### src/sv/mmcs_pkg.sv
`timescale 1ns / 1ps
// Shared types and constants for the min/max contrast stretcher.
// Used by the front, queue, back and top level modules.
package mmcs_pkg;

	localparam int PIX_W       = 8;
	localparam int NUM_W       = 2 * PIX_W;
	localparam int CNT_W       = $clog2(NUM_W);
	localparam int QUEUE_DEPTH = 2;

	localparam logic [PIX_W-1:0] PIX_MAX   = {PIX_W{1'b1}};
	localparam logic [PIX_W-1:0] PIX_MIN   = '0;
	localparam logic [CNT_W-1:0] LAST_STEP = CNT_W'(NUM_W - 1);

	// Input kind selector
	localparam logic KIND_MEASURE = 1'b0;
	localparam logic KIND_STRETCH = 1'b1;

	// One stretch job: numerator (diff * 255), divisor (max - min), flat flag
	typedef struct packed {
		logic [NUM_W-1:0] num;
		logic [PIX_W-1:0] den;
		logic             flat;
	} job_t;

	typedef enum logic [1:0] {
		B_IDLE,
		B_DIV,
		B_DONE
	} back_state_t;

endpackage

### src/sv/min_max_contrast_stretch.sv
`timescale 1ns / 1ps
// Measure beats (tuser kind 0) update the running min/max; a frame_start
// beat restarts both from its pixel. Stretch beats (kind 1) are queued and
// divided by a bit-serial divider, one quotient bit per cycle: each job is
// loaded, run through 16 divide steps and output, and a flat frame is
// loaded and output with no divide steps. The job queue lets measure beats
// and up to QUEUE_DEPTH stretch beats be taken while the divider is busy.
module min_max_contrast_stretch #(
	parameter int QUEUE_DEPTH = mmcs_pkg::QUEUE_DEPTH
) (
	input  logic                      clk,
	input  logic                      arst_n,
	input  logic                      s_tvalid,
	output logic                      s_tready,
	input  logic [mmcs_pkg::PIX_W-1:0] s_tdata,  // [7:0] pixel
	input  logic [1:0]                s_tuser,  // [0] kind, [1] frame_start
	output logic                      m_tvalid,
	input  logic                      m_tready,
	output logic [mmcs_pkg::PIX_W-1:0] m_tdata,  // [7:0] stretched
	output logic [0:0]                m_tuser   // [0] flat
);
	import mmcs_pkg::*;

	logic accept;
	logic push;
	logic pop;
	logic full;
	logic empty;
	job_t push_job;
	job_t pop_job;

	assign s_tready = !full;
	assign accept   = s_tvalid && s_tready;

	mmcs_front u_front (
		.clk         (clk),
		.arst_n      (arst_n),
		.accept      (accept),
		.kind        (s_tuser[0]),
		.pixel       (s_tdata),
		.frame_start (s_tuser[1]),
		.push        (push),
		.job         (push_job)
	);

	mmcs_queue #(
		.DEPTH (QUEUE_DEPTH)
	) u_queue (
		.clk       (clk),
		.arst_n    (arst_n),
		.push      (push),
		.push_data (push_job),
		.full      (full),
		.pop       (pop),
		.pop_data  (pop_job),
		.empty     (empty)
	);

	mmcs_back u_back (
		.clk       (clk),
		.arst_n    (arst_n),
		.job_avail (!empty),
		.job       (pop_job),
		.pop       (pop),
		.m_tvalid  (m_tvalid),
		.m_tready  (m_tready),
		.m_tdata   (m_tdata),
		.m_tuser   (m_tuser)
	);

endmodule

### src/sv/mmcs_front.sv
`timescale 1ns / 1ps
// Front end: tracks the running min/max on measure beats and turns
// stretch beats into divide jobs. Depends on mmcs_pkg.
module mmcs_front (
	input  logic                      clk,
	input  logic                      arst_n,
	input  logic                      accept,
	input  logic                      kind,
	input  logic [mmcs_pkg::PIX_W-1:0] pixel,
	input  logic                      frame_start,
	output logic                      push,
	output mmcs_pkg::job_t            job
);
	import mmcs_pkg::*;

	logic [PIX_W-1:0] low_q;
	logic [PIX_W-1:0] high_q;
	logic [PIX_W-1:0] diff;

	always_ff @(posedge clk or negedge arst_n) begin
		if (!arst_n) begin
			low_q  <= PIX_MAX;
			high_q <= PIX_MIN;
		end else if (accept && kind == KIND_MEASURE) begin
			if (frame_start) begin
				low_q  <= pixel;
				high_q <= pixel;
			end else begin
				if (pixel > high_q) high_q <= pixel;
				if (pixel < low_q)  low_q  <= pixel;
			end
		end
	end

	// Difference wraps modulo 256 for pixels below the minimum
	assign diff = pixel - low_q;

	always_comb begin
		push     = accept && kind == KIND_STRETCH;
		job.num  = {diff, {PIX_W{1'b0}}} - {{PIX_W{1'b0}}, diff};
		job.den  = high_q - low_q;
		job.flat = high_q <= low_q;
	end

endmodule

### src/sv/mmcs_queue.sv
`timescale 1ns / 1ps
// Small job queue between front and back ends.
// Depends on mmcs_pkg for the job type.
module mmcs_queue #(
	parameter int DEPTH = mmcs_pkg::QUEUE_DEPTH
) (
	input  logic           clk,
	input  logic           arst_n,
	input  logic           push,
	input  mmcs_pkg::job_t push_data,
	output logic           full,
	input  logic           pop,
	output mmcs_pkg::job_t pop_data,
	output logic           empty
);
	import mmcs_pkg::*;

	localparam int IDX_W   = (DEPTH > 1) ? $clog2(DEPTH) : 1;
	localparam int COUNT_W = $clog2(DEPTH + 1);
	localparam logic [IDX_W-1:0]   LAST_IDX   = IDX_W'(DEPTH - 1);
	localparam logic [COUNT_W-1:0] FULL_COUNT = COUNT_W'(DEPTH);

	job_t               mem [DEPTH];
	logic [IDX_W-1:0]   wr_ptr_q;
	logic [IDX_W-1:0]   rd_ptr_q;
	logic [COUNT_W-1:0] count_q;

	assign full     = count_q == FULL_COUNT;
	assign empty    = count_q == '0;
	assign pop_data = mem[rd_ptr_q];

	always_ff @(posedge clk) begin
		if (push) mem[wr_ptr_q] <= push_data;
	end

	always_ff @(posedge clk or negedge arst_n) begin
		if (!arst_n) begin
			wr_ptr_q <= '0;
			rd_ptr_q <= '0;
			count_q  <= '0;
		end else begin
			if (push) wr_ptr_q <= (wr_ptr_q == LAST_IDX) ? '0 : wr_ptr_q + 1'b1;
			if (pop)  rd_ptr_q <= (rd_ptr_q == LAST_IDX) ? '0 : rd_ptr_q + 1'b1;
			if (push && !pop)      count_q <= count_q + 1'b1;
			else if (pop && !push) count_q <= count_q - 1'b1;
		end
	end

endmodule

### src/sv/mmcs_back.sv
`timescale 1ns / 1ps
// Back end: bit-serial restoring divider for diff*255/range with
// saturation, plus the output register. Depends on mmcs_pkg.
module mmcs_back (
	input  logic                      clk,
	input  logic                      arst_n,
	input  logic                      job_avail,
	input  mmcs_pkg::job_t            job,
	output logic                      pop,
	output logic                      m_tvalid,
	input  logic                      m_tready,
	output logic [mmcs_pkg::PIX_W-1:0] m_tdata,
	output logic [0:0]                m_tuser
);
	import mmcs_pkg::*;

	back_state_t      state_q, state_d;
	logic [NUM_W-1:0] num_q;
	logic [PIX_W-1:0] rem_q;
	logic [PIX_W-1:0] den_q;
	logic             flat_q;
	logic [CNT_W-1:0] cnt_q;

	logic [PIX_W:0]   rem_sh;
	logic             ge;
	logic [PIX_W:0]   rem_sub;
	logic             out_free;
	logic             load_out;
	logic [PIX_W-1:0] quo_sat;

	assign rem_sh   = {rem_q, num_q[NUM_W-1]};
	assign ge       = rem_sh >= {1'b0, den_q};
	assign rem_sub  = rem_sh - {1'b0, den_q};
	assign out_free = !m_tvalid || m_tready;
	assign quo_sat  = (|num_q[NUM_W-1:PIX_W]) ? PIX_MAX : num_q[PIX_W-1:0];

	always_comb begin
		state_d  = state_q;
		pop      = 1'b0;
		load_out = 1'b0;
		unique case (state_q)
			B_IDLE: begin
				if (job_avail) begin
					pop     = 1'b1;
					state_d = job.flat ? B_DONE : B_DIV;
				end
			end
			B_DIV: begin
				if (cnt_q == LAST_STEP) state_d = B_DONE;
			end
			B_DONE: begin
				if (out_free) begin
					load_out = 1'b1;
					state_d  = B_IDLE;
				end
			end
			default: state_d = B_IDLE;
		endcase
	end

	always_ff @(posedge clk or negedge arst_n) begin
		if (!arst_n) begin
			state_q  <= B_IDLE;
			cnt_q    <= '0;
			m_tvalid <= 1'b0;
		end else begin
			state_q <= state_d;
			if (pop)                  cnt_q <= '0;
			else if (state_q == B_DIV) cnt_q <= cnt_q + 1'b1;
			if (load_out)      m_tvalid <= 1'b1;
			else if (m_tready) m_tvalid <= 1'b0;
		end
	end

	// Datapath: load job, then shift one quotient bit in per cycle
	always_ff @(posedge clk) begin
		if (pop) begin
			num_q  <= job.flat ? '0 : job.num;
			den_q  <= job.den;
			flat_q <= job.flat;
			rem_q  <= '0;
		end else if (state_q == B_DIV) begin
			num_q <= {num_q[NUM_W-2:0], ge};
			rem_q <= ge ? rem_sub[PIX_W-1:0] : rem_sh[PIX_W-1:0];
		end
		if (load_out) begin
			m_tdata    <= quo_sat;
			m_tuser[0] <= flat_q;
		end
	end

endmodule

### config.mk
export PLATFORM = sky130hd
export DESIGN_NAME = min_max_contrast_stretch
export DESIGN_NICKNAME = d
export VERILOG_FILES = /design/src/sv/mmcs_pkg.sv /design/src/sv/min_max_contrast_stretch.sv /design/src/sv/mmcs_front.sv /design/src/sv/mmcs_queue.sv /design/src/sv/mmcs_back.sv
export SDC_FILE = /design/constraint.sdc
export NUM_CORES = 1
export LEC_CHECK = 0
export ABC_AREA = 1
export BUFFER_PORTS_ARGS = -buffer_cell sky130_fd_sc_hd__buf_2
export CAP_MARGIN = 15
export CORE_MARGIN = 3
export CORE_UTILIZATION = 39
export DETAILED_ROUTE_END_ITERATION = 8
export GPL_ROUTABILITY_DRIVEN = 0
export PLACE_DENSITY = 0.66
export SYNTH_ARGS = -nofsm -noshare
export SYNTH_HDL_FRONTEND = slang
export SYNTH_SLANG_ARGS = --single-unit
### constraint.sdc
create_clock -name clk -period 2.9 [get_ports clk]
set_input_delay 0.87 -clock clk [delete_from_list [all_inputs] [get_ports clk]]
set_output_delay 0.87 -clock clk [all_outputs]
set_load 0.1 [all_outputs]
==> summary.md, run 1 <==
| Metric | Value |
|---|---|
| CTS Buffer Depth | 2 |
| Worst Reg-to-Reg Cells | 5 |
| H-tree depth | 4 |
| Commonest cells after routing, fill and taps aside | nand2_1, inv_1, edfxtp_1, nor2_1, ha_1 |
| Final min period | about 2.5 ns |
| Cell count after synthesis | 648 |
| Gr ovfl total | 0 |
| Multi-input logic area | about 2500 um^2 |
| Site row count | 45 |
| Hold Path End | u_back.m_tuser |
| Slew HR | between 40% and 50% |
| DR WL/cell | 14.1 um |
| Maximum VDD drop | 0.000539 V |
| Pre-CTS setup slack | -0.00447 ns |
| HP Class | reg2reg |
| Arrival @ worst endpoint | 2.67 ns |
| Die W | approximately 130 um |
| NumNets Final | 744 |
| Clock transition at the registers of the reported paths | 0.05 ns |
| Via count | ~4.5k |
| Worst-margin pin slew | 0.888 ns |
| Power Dens Cells | 1370 nW/um^2 |
| CTS Root Cell | clkbuf_16 |
| Register area | ~3400 um^2 |
| Crit. End Element | flop |
| Syn avg cell area | 9.74 um^2 |
| Total CTS buffers | 17 |
| Worst r2r src | u_back.state_q[0] |
| Final period util | 87.2% |
| Largest net degree at the start of global routing | 28 |
| Vias in the first global route | 4,630 |
| Final setup margin | around 0.37 ns |
| Starting density of the core | 40.6% |
| Final setup violation count | 0 |
| Final HPWL DP | about 9200 um |
| Placed Instances | 882 |
| Status | finished, final reports clean |
| Async S/R FF share, synth | between 20 and 25% |
| Netlist cell types | 45 |
| Clk_lat worst skew | 0.41 ns |
| Startpoint types | input pin |
| FILL cells | 1,470 |
| Hold Path Depth | 0 |
| Residual DRC | 0 |
| I/O Buffers | 24 |
| Crit Path Max Fanout | 5 |
| Share of layout cells above drive strength 1 | 15.5% |
| Endpoints failing hold | 0 |
| Hold_sp | u_back.flat_q |
| Fmax | 396 MHz |
| CP required | 3.04 ns |
| Flop-to-flop setup slack | 0.51 ns |
| Post-Layout Cell Count | 913 |
| Warnings, synthesis | 0 |
| Leak | 3.20 nW |
| Total clock sinks | 119 |
| Flops & latches, synth | around 120 |
| Initial DRC Count | 358 |
| Setup Buffers After CTS | 0 |
| RSZ-0062 raised after global routing | no |
| Post-synth top flop | edfxtp_1 |
| EDFF count, synth | 84 |
| Die Height | roughly 130 um |
| Area grow syn2layout | 15.1% |
| Max-cap violations | 0 |
| # hold bufs at CTS | 0 |
| Ports | 25 |
| Sequential area share after synthesis | between 50 and 60% |
| # resized after CTS | 0 |
| CTS tree | done |
| Final number of max-transition violations | 0 |
| Core footprint | 15,500 um^2 |
| Type of the worst setup path | in2reg |
| Pre-Repair DR Iteration Count | 5 |
| Layout Skew | approximately 0.0066 ns |
| Total track usage | roughly 15% |
| WL final | 12,800 um |
| Vias/cell | between 4 and 5 |
| First-pass GRT wire length | 21,700 um |
| Syn Nets | 702 |
| Hold_ws | 0.432 ns |
| Worst R2R End | u_back.num_q[6] |
| Antenna viol nets, final | 0 |
| Die ar. | 17,700 um^2 |
| Synth Cell Area | 6310 um^2 |
| Commonest non-fill, non-tap cell in the layout | nand2_1 |
| Antenna cells | 0 |
| Initial antenna violation count | 0 |
## final cells by class
cell class | count | area share [%]
sequential | 119 | 46.4
tap | 211 | 3.64
clock inverter | 11 | 1.50
inverter | 94 | 4.86
multi-input combinational | 424 | 34.8
timing repair buffer | 34 | 2.86
clock buffer | 20 | 6.01
## synth_stat cells, types with 3 or more instances
master	number	area, um^2
o32ai_1	15	131
nand4_1	5	31.3
o21ai_0	17	85.1
o21ai_1	4	20.0
dfxtp_1	8	160
a21oi_1	19	95.1
o21ai_2	9	78.8
dfrtp_1	19	475
nand2_1	158	593
fa_1	3	60.1
nor2_4	4	45.0
buf_2	3	15.0
edfxtp_1	84	2520
xor2_1	11	96.3
nand3b_1	6	45.0
inv_1	92	345
xnor2_1	9	78.8
dfstp_2	8	210
buf_6	3	33.8
nand2_2	12	75.1
nand3_1	33	165
clkbuf_1	4	15.0
nor2_1	54	203
ha_1	37	463
nor2_2	4	25.0
## how the worst max path moves through the flow
stage / startpoint / end / cells after the start
CTS: s_tdata[0] / u_queue.mem[1][20] / 11
detailed placement: s_tdata[0] / u_queue.mem[0][20] / 11
floorplan: s_tdata[0] / u_queue.mem[0][21] / 9
global placement: s_tdata[0] / u_queue.mem[1][20] / 11
global route: s_tdata[0] / u_queue.mem[0][21] / 14
finish: s_tdata[0] / u_queue.mem[1][20] / 11
## registers in the layout, indices dropped and copies added, names as in the netlist
name and cells:
u_back.cnt_q 4, u_back.den_q 8, u_back.flat_q 1, u_back.m_tdata 8
u_back.m_tuser 1, u_back.m_tvalid 1, u_back.num_q 16, u_back.rem_q 8
u_back.state_q 2, u_front.high_q 8, u_front.low_q 8, u_queue.count_q 2
u_queue.mem 50, u_queue.rd_ptr_q 1, u_queue.wr_ptr_q 1
## stage by stage
stage          utilization (%)  TNS [ns]  total power [mW]  cell area, um^2
2_1_floorplan                -         0              6.81             6310
3_3_place_gp              43.2         0              7.73             6720
3_5_place_dp              43.2  -0.00888              7.93             6720
4_1_cts                   46.7         0              9.93             7260
5_1_grt                   46.7         0              10.7             7260
6_report                  46.7         0              9.92             7260
## critical path, cell delays in order
cell     delay, ns
buf_2         0.07
inv_1         0.04
ha_1          0.22
fa_1          0.59
nand2_1       0.12
nor2_4        0.13
nand3_1       0.11
nor2_4        0.14
nand3_1       0.13
inv_1         0.15
nor2_1        0.08
## report_power, final
group	switching [mW]	internal, mW
Sequential	0.313	2.96
Combinational	3.11	1.58
Clock	0.706	1.24
## cell families after synthesis
group	after synthesis	share of synthesized area (%)
AOI/OAI and AO/OA	74	7.81
DFF	119	53.4
xor gates and xnor gates	21	3.03
adders and majority gates	40	8.29
and+or+nand+nor	287	20.5
muxes	2	0.317
buffers and inverters	105	6.72
## routing by layer
metal,vias to the layer above,share of wire [%],GRT usage (%)
met5,-,0,0
met4,0,1.6,5.71
met3,19,4.8,5.17
met2,102,48,25.0
met1,2170,46,18.5
li1,2238,-,-
Power figures use the tool's default switching activity.
==> run 2, diff against run 1 <==
- ABC_CLOCK_PERIOD_IN_PS: default -> 2900
- PLACE_DENSITY: 0.66 -> default
- REMOVE_ABC_BUFFERS: default -> 1
==> run 2 against run 1 <==
Sequential cell count unchanged. Clock skew fell by 0.00064 ns. Maximum frequency rose by 1.2%. Sequential power about the same. Global-route usage rose by 0.21 points. Non-clock buffer count rose by 2. Sequential share of layout area shrank 0.41 points. Largest cell class unchanged. Largest power group unchanged.
==> summary.md, run 2 (synthesis gave the netlist of run 1 again) <==
| Metric | Value |
|---|---|
| Status | finished, final reports clean |
| Top Family by Delay on Critical Path | adder cells |
| Via count | 4,417 |
| Fin util | 47.1% |
| Pre-Repair DR Iteration Count | 5 |
| Worst-margin pin slew | 0.751 ns |
| Total CTS buffers | 17 |
| Startpoint types | input pin |
| Vias in the first global route | 4,443 |
| Critical-path cell list | buf_2, inv_1, ha_1, fa_1, ha_1, nand4_1, nor2_1, nand3_1, nand3_1, nand2_1 |
| Hold Path Depth | 0 |
| Hold_sp | u_back.flat_q |
| Crit Path Max Fanout | 5 |
| Slowest stage cell, crit path | fa_1 |
| Worst r2r src | u_front.low_q[5] |
| WL final | 12,800 um |
| CTS tree | done |
| HP Class | reg2reg |
| Slew HR | 49.7% |
| Regs by FF count | u_queue.mem x50, u_back.num_q x16 |
| CP required | 3.05 ns |
| Final min period | 2.50 ns |
| Starting density of the core | about 41% |
| Commonest non-fill, non-tap cell in the layout | nand2_1 |
| FILL cells | 1,470 |
| Ports | 25 |
| Setup_tns | 0 ns |
| Endpoints failing hold | 0 |
| Total track usage | 15.4% |
| Clock transition at the registers of the reported paths | about 0.05 ns |
| RSZ-0062 raised after global routing | no |
| Initial antenna violation count | 0 |
| First-pass GRT wire length | around 22,000 um |
| Antenna cells | 0 |
| Site row count | 45 |
| Maximum VDD drop | 0.000516 V |
| Layout Skew | 0.00592 ns |
| CTS Buffer Depth | 2 |
| Vias/cell | 4.82 |
| Worst R2R End | u_queue.mem[0][20] |
| # resized after CTS | 0 |
| Final HPWL DP | 9180 um |
| Final number of max-transition violations | 0 |
| Power Dens Cells | approximately 1400 nW/um^2 |
| CTS Root Cell | clkbuf_16 |
| Fmax | 400 MHz |
| # hold bufs at CTS | 0 |
| Residual DRC | 0 |
| Arrival @ worst endpoint | 2.65 ns |
| H-tree depth | 4 |
| Die Height | roughly 130 um |
| Setup Buffers After CTS | 0 |
| Flop-to-flop setup slack | 0.56 ns |
| Die W | 133 um |
| Area grow syn2layout | 16.1% |
| Final setup violation count | 0 |
| Core footprint | 15,500 um^2 |
| Worst Reg-to-Reg Cells | 10 |
| Top reg by flops | u_queue.mem |
| Crit-path max cell delay | about 0.6 ns |
| Crit. End Element | flop |
| DR WL/cell | 14.0 um |
| Max reg flops | 50 |
| Type of the worst setup path | in2reg |
| Max-cap violations | 0 |
| Commonest cells after routing, fill and taps aside | nand2_1, inv_1, edfxtp_1, nor2_1, ha_1 |
| Die ar. | about 18,000 um^2 |
| Hold_ws | 0.426 ns |
| NumNets Final | between 700 and 800 |
| Share of layout cells above drive strength 1 | 16.3% |
| Initial DRC Count | 336 |
| Leak | 3.23 nW |
| Clk_lat worst skew | 0.41 ns |
| Antenna viol nets, final | 0 |
| Total clock sinks | about 120 |
| Hold Path End | u_back.m_tuser |
| Final period util | 86.1% |
| Largest net degree at the start of global routing | 28 |
| I/O Buffers | 24 |
| Worst path bufs/invs | 2 |
| Gr ovfl total | 0 |
==> run 2: cell types whose count changed in the layout (fill, tap and decap cells not counted) <==
cell,previous run,this run
clkbuf_8,0,4
clkinv_4,1,0
buf_4,9,12
buf_12,1,0
clkinvlp_4,2,3
clkinv_2,2,1
clkinv_1,4,0
clkbuf_16,17,18
clkbuf_1,3,4
==> run 2: metrics by stage <==
stage	power (mW)	worst slack, ns	instance area (um^2)	instances
after detailed placement	7.94	0.00284	6720	884
after global routing	10.9	0.267	7330	916
after floorplan	6.74	0.219	6240	637
after CTS	10.1	0.421	7330	916
after global placement	7.79	0.0502	6720	884
final	10.1	0.402	7330	916
==> run 2: area by class of cell <==
type | count | area, um^2 | area share [%]
Clock buffer | 26 | 520 | 7.10
Clock inverter | 6 | 87.6 | 1.20
Inverter | 94 | 353 | 4.82
Multi-Input combinational cell | 424 | 2520 | 34.4
Sequential cell | 119 | 3370 | 46.0
Tap cell | 211 | 264 | 3.60
Timing Repair Buffer | 36 | 210 | 2.87
==> run 2: routing by layer <==
layer	global-route usage [%]	vias up	wire (um)	share of wire, %
met2	24.1	87	5960	47
met4	5.60	0	218	1.7
met5	0	-	0	0
met1	20.7	2067	6090	48
met3	4.15	16	518	4.1
li1	-	2247	-	-
==> run 2: how the worst max path moves through the flow <==
stage	endpoint	slack [ns]	depth (start not counted)	start
final	u_queue.mem[1][21]	0.40	10	s_tdata[0]
after global routing	u_queue.mem[1][19]	0.27	10	s_tdata[0]
after CTS	u_queue.mem[0][20]	0.42	11	s_tdata[0]
after detailed placement	u_queue.mem[1][20]	0.003	11	s_tdata[0]
after global placement	u_queue.mem[1][20]	0.05	11	s_tdata[0]
after floorplan	u_queue.mem[0][21]	0.22	9	s_tdata[0]
==> run 2: where the power goes <==
group | switching [mW] | total, mW | internal [mW]
logic | 3.09 | 4.68 | 1.59
clock network | 0.719 | 2.12 | 1.41
registers | 0.304 | 3.26 | 2.96
total | 4.11 | 10.1 | 5.96
==> run 2: worst reg2reg max path, cell delays in order, from the launching register on <==
cell,delay [ns]
dfstp_2,0.54
inv_1,0.08
ha_1,0.38
a21oi_1,0.34
nand2_1,0.10
nand2_1,0.08
nand2_2,0.09
nor2_1,0.14
nand3_1,0.11
inv_1,0.14
nor2_1,0.07
